**src/rtl/core/ssd_pkg.sv**
```systemverilog
package ssd_pkg;

    typedef enum logic [1:0] {
        KIND_UQUO = 2'd0,
        KIND_UREM = 2'd1,
        KIND_SQUO = 2'd2,
        KIND_SREM = 2'd3
    } t_kind;

    typedef enum logic [1:0] {
        ST_IDLE,
        ST_NORM,
        ST_SUB,
        ST_FIX
    } t_state;

    typedef struct packed {
        logic load;
        logic norm;
        logic sub;
        logic finish;
    } t_dp_cmd;

    typedef struct packed {
        logic norm_done;
        logic sub_done;
    } t_dp_sts;

endpackage

```
**src/rtl/core/ssd_req_if.sv**
```systemverilog
interface ssd_req_if
    import ssd_pkg::*;
#(
    parameter int WIDTH = 32
);
    logic             valid;
    logic             ready;
    t_kind            kind;
    logic [WIDTH-1:0] dividend;
    logic [WIDTH-1:0] divisor;

    modport source (output valid, kind, dividend, divisor, input ready);
    modport sink (input valid, kind, dividend, divisor, output ready);
endinterface

```
**src/rtl/core/ssd_rsp_if.sv**
```systemverilog
interface ssd_rsp_if #(
    parameter int WIDTH = 32
);
    logic             valid;
    logic             ready;
    logic [WIDTH-1:0] result;

    modport source (output valid, result, input ready);
    modport sink (input valid, result, output ready);
endinterface

```
**src/rtl/core/ssd_ctrl.sv**
```systemverilog
module ssd_ctrl
    import ssd_pkg::*;
(
    input  logic    i_clk,
    input  logic    i_rst_n,
    input  logic    i_in_valid,
    output logic    o_in_ready,
    output logic    o_out_valid,
    input  logic    i_out_ready,
    input  t_dp_sts i_sts,
    output t_dp_cmd o_cmd
);

    t_state r_state;
    t_state n_state;
    logic   r_out_valid;
    logic   n_out_valid;

    always_ff @(posedge i_clk) begin
        if (!i_rst_n) begin
            r_state     <= ST_IDLE;
            r_out_valid <= 1'b0;
        end else begin
            r_state     <= n_state;
            r_out_valid <= n_out_valid;
        end
    end

    always_comb begin
        n_state     = r_state;
        o_cmd       = '0;
        o_in_ready  = 1'b0;
        n_out_valid = r_out_valid && !i_out_ready;
        unique case (r_state)
            ST_IDLE: begin
                o_in_ready = 1'b1;
                if (i_in_valid) begin
                    o_cmd.load = 1'b1;
                    n_state    = ST_NORM;
                end
            end
            ST_NORM: begin
                if (i_sts.norm_done) begin
                    n_state = ST_SUB;
                end else begin
                    o_cmd.norm = 1'b1;
                end
            end
            ST_SUB: begin
                if (i_sts.sub_done) begin
                    n_state = ST_FIX;
                end else begin
                    o_cmd.sub = 1'b1;
                end
            end
            ST_FIX: begin
                // output register free or being drained this cycle
                if (!r_out_valid || i_out_ready) begin
                    o_cmd.finish = 1'b1;
                    n_out_valid  = 1'b1;
                    n_state      = ST_IDLE;
                end
            end
            default: begin
                n_state = ST_IDLE;
            end
        endcase
    end

    assign o_out_valid = r_out_valid;

endmodule

```
**src/rtl/core/ssd_dpath.sv**
```systemverilog
module ssd_dpath
    import ssd_pkg::*;
#(
    parameter int WIDTH = 32
)(
    input  logic             i_clk,
    input  t_dp_cmd          i_cmd,
    input  t_kind            i_kind,
    input  logic [WIDTH-1:0] i_dividend,
    input  logic [WIDTH-1:0] i_divisor,
    output t_dp_sts          o_sts,
    output logic [WIDTH-1:0] o_result
);

    logic [WIDTH-1:0] r_num;
    logic [WIDTH-1:0] r_den;
    logic [WIDTH-1:0] r_bit;
    logic [WIDTH-1:0] r_quo;
    logic [WIDTH-1:0] r_result;
    logic             r_neg_q;
    logic             r_neg_r;
    logic             r_is_rem;

    logic             is_signed;
    logic             neg_a;
    logic             neg_b;
    logic [WIDTH-1:0] mag_a;
    logic [WIDTH-1:0] mag_b;
    logic             fits;
    logic [WIDTH-1:0] fix_val;

    assign is_signed = (i_kind == KIND_SQUO) || (i_kind == KIND_SREM);
    assign neg_a     = is_signed && i_dividend[WIDTH-1];
    assign neg_b     = is_signed && i_divisor[WIDTH-1];
    assign mag_a     = neg_a ? (~i_dividend + 1'b1) : i_dividend;
    assign mag_b     = neg_b ? (~i_divisor + 1'b1) : i_divisor;

    assign fits = (r_num >= r_den);

    assign o_sts.norm_done = !((r_den < r_num) && (r_bit != '0) && !r_den[WIDTH-1]);
    assign o_sts.sub_done  = (r_bit == '0);

    always_comb begin
        if (r_is_rem) begin
            fix_val = r_neg_r ? (~r_num + 1'b1) : r_num;
        end else begin
            fix_val = r_neg_q ? (~r_quo + 1'b1) : r_quo;
        end
    end

    always_ff @(posedge i_clk) begin
        if (i_cmd.load) begin
            r_num    <= mag_a;
            r_den    <= mag_b;
            r_bit    <= {{(WIDTH-1){1'b0}}, 1'b1};
            r_quo    <= '0;
            r_neg_q  <= neg_a ^ neg_b;
            r_neg_r  <= neg_a;
            r_is_rem <= (i_kind == KIND_UREM) || (i_kind == KIND_SREM);
        end else if (i_cmd.norm) begin
            r_den <= {r_den[WIDTH-2:0], 1'b0};
            r_bit <= {r_bit[WIDTH-2:0], 1'b0};
        end else if (i_cmd.sub) begin
            if (fits) begin
                r_num <= r_num - r_den;
                r_quo <= r_quo | r_bit;
            end
            r_den <= {1'b0, r_den[WIDTH-1:1]};
            r_bit <= {1'b0, r_bit[WIDTH-1:1]};
        end
        if (i_cmd.finish) begin
            r_result <= fix_val;
        end
    end

    assign o_result = r_result;

endmodule

```
**src/rtl/core/shift_subtract_divider.sv**
```systemverilog
// sequence: accept, then s divisor normalization shifts, then t subtract steps (t = s + 1,
//   or 0 when a zero divisor meets a nonzero dividend), then the fix-up into the output
//   register; one shared subtractor does one bit per cycle; a stalled result holds the
//   last step
// throughput: one transaction in flight; the next request is taken once the result is
//   in the output register, even while that result still waits
// reset: synchronous active-low i_rst_n returns the controller to idle, output invalid
module shift_subtract_divider
    import ssd_pkg::*;
#(
    parameter int WIDTH = 32
)(
    input  logic        i_clk,
    input  logic        i_rst_n,
    ssd_req_if.sink     i_req,
    ssd_rsp_if.source   o_rsp
);

    t_dp_cmd cmd;
    t_dp_sts sts;

    ssd_ctrl u_ctrl (
        .i_clk       (i_clk),
        .i_rst_n     (i_rst_n),
        .i_in_valid  (i_req.valid),
        .o_in_ready  (i_req.ready),
        .o_out_valid (o_rsp.valid),
        .i_out_ready (o_rsp.ready),
        .i_sts       (sts),
        .o_cmd       (cmd)
    );

    ssd_dpath #(
        .WIDTH (WIDTH)
    ) u_dpath (
        .i_clk      (i_clk),
        .i_cmd      (cmd),
        .i_kind     (i_req.kind),
        .i_dividend (i_req.dividend),
        .i_divisor  (i_req.divisor),
        .o_sts      (sts),
        .o_result   (o_rsp.result)
    );

endmodule

```
**src/flat_wrapper.sv**
```systemverilog
// flat-port wrapper written by rule: the top's interface ports become plain ports
module shift_subtract_divider_flat import ssd_pkg::*;
#(
    parameter int WIDTH = 32
)
  (i_clk, i_rst_n, i_req_valid, i_req_kind, i_req_dividend, i_req_divisor, i_req_ready, o_rsp_valid, o_rsp_result, o_rsp_ready);
  ssd_req_if #(.WIDTH(WIDTH)) i_req_i ();
  ssd_rsp_if #(.WIDTH(WIDTH)) o_rsp_i ();
  input  logic i_clk;
  input  logic i_rst_n;
  input wire logic [$bits(i_req_i.valid)-1:0] i_req_valid;
  input wire logic [$bits(i_req_i.kind)-1:0] i_req_kind;
  input wire logic [$bits(i_req_i.dividend)-1:0] i_req_dividend;
  input wire logic [$bits(i_req_i.divisor)-1:0] i_req_divisor;
  output wire logic [$bits(i_req_i.ready)-1:0] i_req_ready;
  output wire logic [$bits(o_rsp_i.valid)-1:0] o_rsp_valid;
  output wire logic [$bits(o_rsp_i.result)-1:0] o_rsp_result;
  input wire logic [$bits(o_rsp_i.ready)-1:0] o_rsp_ready;
  assign i_req_i.valid = i_req_valid;
  assign i_req_i.kind = i_req_kind;
  assign i_req_i.dividend = i_req_dividend;
  assign i_req_i.divisor = i_req_divisor;
  assign i_req_ready = i_req_i.ready;
  assign o_rsp_valid = o_rsp_i.valid;
  assign o_rsp_result = o_rsp_i.result;
  assign o_rsp_i.ready = o_rsp_ready;
  shift_subtract_divider #(.WIDTH(WIDTH)) u_core (.i_clk(i_clk), .i_rst_n(i_rst_n), .i_req(i_req_i), .o_rsp(o_rsp_i));
endmodule
```
**config.mk**
```make
export PLATFORM = sky130hd
export DESIGN_NAME = shift_subtract_divider_flat
export DESIGN_NICKNAME = d
export VERILOG_FILES = /design/src/rtl/core/ssd_pkg.sv /design/src/rtl/core/ssd_req_if.sv /design/src/rtl/core/ssd_rsp_if.sv /design/src/rtl/core/ssd_ctrl.sv /design/src/rtl/core/ssd_dpath.sv /design/src/rtl/core/shift_subtract_divider.sv /design/src/flat_wrapper.sv
export SDC_FILE = /design/constraint.sdc
export NUM_CORES = 1
export LEC_CHECK = 0
export BUFFER_PORTS_ARGS = -buffer_cell sky130_fd_sc_hd__buf_2
export CORE_ASPECT_RATIO = 0.6
export CORE_MARGIN = 1.5
export CORE_UTILIZATION = 55
export CTS_BUF_LIST = sky130_fd_sc_hd__clkbuf_8
export CTS_CLUSTER_SIZE = 8
export DETAILED_ROUTE_END_ITERATION = 16
export GPL_TIMING_DRIVEN = 0
export PLACE_DENSITY = 0.75
export SLEW_MARGIN = 30
export SYNTH_ARGS = -nofsm -noshare
export SYNTH_HDL_FRONTEND = slang
export SYNTH_SLANG_ARGS = --single-unit
```
**constraint.sdc**
```tcl
create_clock -name i_clk -period 9.5 [get_ports i_clk]
set_input_delay 0.95 -clock i_clk [delete_from_list [all_inputs] [get_ports i_clk]]
set_output_delay 0.95 -clock i_clk [all_outputs]
set_load 0.1 [all_outputs]
```
==> flow_metrics.py <==
metrics = {
    "finish": {
        "fin_nets": 1589,
        "syn_to_final_growth_pct": 11.78,
        "instances_no_fill": 1764,
        "num_antenna_cells": 0,
        "drive_gt1_share_pct": 10.73,
        "nFillCells": 1764,
        "fin_util_pct": 63.28,
    },
    "sta": {
        "setup_viol": 0,
        "max_freq_ghz": 0.1995,
        "post-route-period-util_pct": 52.75,
        "timing_hold_violations_final": 0,
        "rsz0062_at_grt": "false",
        "skew_ps": 14.45,
        "slew_violations": 0,
        "fin_hold_ws_ps": 496.8,
        "fin_tns_setup_ps": 0,
        "slew_headroom_pct": 34.65,
        "tightestPinTransition_ps": 980.3,
        "min_period_ps": 5011,
    },
    "critical_path": {
        "cp.required_ps": 9740,
        "timing.rr.start": "u_core.u_dpath.r_den[7]$_DFFE_PP_",
        "crit_chain": "inv_1 -> ha_1 -> and3_1 -> nand4_1 -> nor4_1 -> and2_1 -> or4b_1 -> clkbuf_1 -> a21o_1 -> buf_2 -> buf_2 -> buf_1 -> nand3_2 -> buf_16",
        "cp_slowest_stage_delay_ps": 790,
        "worst-path-buf-inv": 6,
        "critical_path_class": "flip-flop to flip-flop",
        "cp-end-kind": "flip-flop",
        "path_max_fanout": 21,
        "worst_setup_path_start_kind": "flip-flop",
        "timing.rr.end": "u_core.u_dpath.r_den[10]$_DFFE_PP_",
        "crit_arrival_ps": 5260,
        "crit_slowest_cell": "nor4_1",
        "r2r_cells": 14,
        "critPathTopFamily": "simple AND/OR/NAND/NOR gates",
        "path_common_cell": "buf_2",
        "reg2reg_slack_ps": 4490,
    },
    "grt": {
        "grt_antenna_before_repair": 1,
        "grt_max_degree": 33,
        "grt_pass1_wl_um": 54950,
        "use_met2_pct": 43.68,
        "grt_pass1_vias": 9819,
        "grt_use_total_pct": 33.48,
        "met3_usage_pct": 12.29,
        "overflow": 0,
        "grt_use_met1_pct": 51.16,
        "grt-busiest-layer": "met1",
    },
    "placed_design": {
        "dp.cells": 1732,
        "place.gp.congestion": 1.075,
        "dp_hpwl_um": 28260,
        "io_buffers": 102,
    },
    "run_status": {
        "status": "completed",
    },
    "synthesis": {
        "synth.area.top_cells": "edfxtp_1 26%, dfxtp_1 12%, nand2_1 6.2%",
        "seq_area_frac_synth_pct": 37.79,
        "yosysTopAreaCellShare_pct": 26.04,
        "syn_nets": 1466,
        "ys_ff_latch": 166,
        "yosysMostFrequentCell": "nand2_1",
        "netlist_instances": 1355,
        "yosys_warnings": 0,
        "synth_flop_cell": "edfxtp_1",
        "async_flop_share_pct": 0,
        "avgSynthCellArea_um2": 8.426,
        "yosys.area.top_type": "edfxtp_1",
        "syn_area_um2": 11420,
        "synth_edf_count": 99,
        "netlist_top_cells_count": "190 x nand2_1, 122 x a21oi_1, 120 x nor2_1, 99 x edfxtp_1",
        "synth.distinct_cells": 69,
    },
    "routing": {
        "route.detailed.drc": 0,
        "postRouteWirelength_um": 35820,
        "vias": 11030,
        "post_drt_via_cell_ratio": 6.255,
        "ant_nets": 0,
        "routedWlPerCell_um": 20.30,
        "drt_pass1_iterations": 5,
        "drt-initial-drc-count": 1440,
    },
    "power_and_ir_drop": {
        "swShare_pct": 49.65,
        "vdd_ir_drop_max_mv": 0.1870,
        "power-per-cell-area_nw_per_um2": 384.9,
        "pwr-share-comb_pct": 58.7,
        "p_leak_nw": 4.990,
        "p_clk_share_pct": 11.5,
        "p_int_mw": 2.473,
        "p_switching_mw": 2.439,
        "seq_power_share_pct": 29.7,
    },
    "hold_path": {
        "hold_path_startpoint": "u_core.u_dpath.r_quo[31]$_SDFFE_PP0P_",
        "hold_depth": 1,
        "hold_path.class": "flip-flop to flip-flop",
        "holdPathEnd": "u_core.u_dpath.r_quo[31]$_SDFFE_PP0P_",
    },
    "floorplanning": {
        "die_y_um": 114.6,
        "rows": 40,
        "core-area_um2": 20170,
        "dieArea_um2": 21660,
        "initial_core_util_pct": 56.61,
        "die_x_um": 189.0,
        "io_pins": 104,
    },
    "flow_run": {
        "maxCapViolCount": 0,
    },
    "clock_tree": {
        "cts_buffers": 17,
        "cts_hold_buf": 0,
        "cts_resized": 0,
        "clockRootBuffer": "clkbuf_8",
        "clock_path_buffers": 2,
        "path_clk_slew_ps": 100,
        "htree_levels": 4,
        "cts_sinks": 166,
        "clk_latency_ps": 490,
        "cts_setup_buffers": 0,
        "cts_tree": "done",
    },
}
-- layout make-up --
type | count | area [µm²] | area share (%)
clock buffers | 17 | 234.0 | 1.833
repair buffers | 104 | 565.5 | 4.431
inverters | 57 | 214.0 | 1.676
clock inverters | 15 | 191.4 | 1.500
flip-flops and latches | 166 | 4314 | 33.80
multi-input cells | 1057 | 6609 | 51.78
well taps | 273 | 341.6 | 2.676
plain buffers | 75 | 292.8 | 2.294
-- flip-flops by register name, indices dropped and copies added, names as in the netlist --
| name | flops |
|---|---|
| u_core.u_dpath.r_quo | 32 |
| u_core.u_dpath.r_bit | 32 |
| u_core.u_dpath.r_is_rem | 1 |
| u_core.u_dpath.r_num | 32 |
| u_core.u_dpath.r_neg_r | 1 |
| u_core.u_ctrl.r_state | 2 |
| u_core.u_ctrl.o_out_valid | 1 |
| u_core.u_dpath.r_den | 32 |
| u_core.u_dpath.r_neg_q | 1 |
| u_core.u_dpath.o_result | 32 |
-- per-stage QoR --
step | power [mW] | setup WS, ps | area (µm²)
2_1_floorplan | 3.463 | 5537 | 11420
3_3_place_gp | 4.149 | 3946 | 12270
3_5_place_dp | 4.234 | 4816 | 12340
4_1_cts | 4.805 | 4803 | 12760
5_1_grt | 5.210 | 4306 | 12760
6_report | 4.912 | 4489 | 12760
-- worst register-to-register path, stage by stage, from the launching register on --
cell and delay (ps):
edfxtp_1 420, inv_1 140, ha_1 390, and3_1 240, nand4_1 140, nor4_1 790
and2_1 340, or4b_1 150, clkbuf_1 250, a21o_1 120, buf_2 200, buf_2 280
buf_1 480, nand3_2 490, buf_16 340
-- layout by cell type (no fill, tap or decap), types with 19 or more instances in the layout --
| cell | instances |
|---|---|
| edfxtp_1 | 99 |
| buf_2 | 105 |
| nand2_1 | 190 |
| o21ai_0 | 69 |
| a31oi_1 | 26 |
| xor2_1 | 72 |
| dfxtp_1 | 67 |
| a311oi_1 | 30 |
| xnor2_1 | 72 |
| a21oi_1 | 122 |
| inv_1 | 56 |
| nor2_1 | 120 |
| o31ai_1 | 31 |
| ha_1 | 40 |
| nor3_1 | 22 |
| nand3_1 | 19 |
| o21a_1 | 38 |
| clkbuf_1 | 65 |
-- power by group through the flow --
| stage | logic, mW | registers, mW | clock network, mW |
|---|---|---|---|
| 2_1_floorplan | 1.99 | 1.47 | 0 |
| 3_3_place_gp | 2.70 | 1.45 | 0 |
| 3_5_place_dp | 2.77 | 1.46 | 0 |
| 4_1_cts | 2.80 | 1.44 | 0.564 |
| 5_1_grt | 3.13 | 1.49 | 0.593 |
| 6_report | 2.88 | 1.46 | 0.566 |
-- how the worst max path moves through the flow --
stage | slack (ps) | cells after the start | start | end
after floorplan | 5540 | 13 | u_core.u_dpath.r_num[23]$_DFFE_PP_ | u_core.u_dpath.r_den[0]$_DFFE_PP_
after global placement | 3950 | 12 | u_core.u_dpath.r_num[8]$_DFFE_PP_ | u_core.u_dpath.r_den[10]$_DFFE_PP_
after detailed placement | 4820 | 13 | u_core.u_dpath.r_num[11]$_DFFE_PP_ | u_core.u_dpath.r_den[10]$_DFFE_PP_
after CTS | 4800 | 13 | u_core.u_dpath.r_num[8]$_DFFE_PP_ | u_core.u_dpath.r_den[10]$_DFFE_PP_
after global routing | 4310 | 14 | u_core.u_dpath.r_den[10]$_DFFE_PP_ | u_core.u_dpath.r_den[24]$_DFFE_PP_
final | 4490 | 14 | u_core.u_dpath.r_den[7]$_DFFE_PP_ | u_core.u_dpath.r_den[10]$_DFFE_PP_
-- kinds of logic (layout without fill, tap and decap cells) --
| group | after synthesis | after routing | share of synthesized area (%) |
|---|---|---|---|
| buffers and inverters | 132 | 268 | 4.438 |
| flip-flops | 166 | 166 | 37.79 |
| AND/OR/NAND/NOR | 466 | 466 | 18.89 |
| adder cells (fa/ha/maj) | 41 | 41 | 4.559 |
| multiplexers | 12 | 12 | 1.063 |
| AO/OA/AOI/OAI | 394 | 394 | 22.21 |
| XOR/XNOR | 144 | 144 | 11.05 |
-- metal layers --
layer	vias up	share of wire, %
met3	37	14
met5	-	0.025
met2	663	38
li1	5179	-
met1	5153	47
met4	2	1.1
Note: power is estimated with default switching activity, not from simulation.
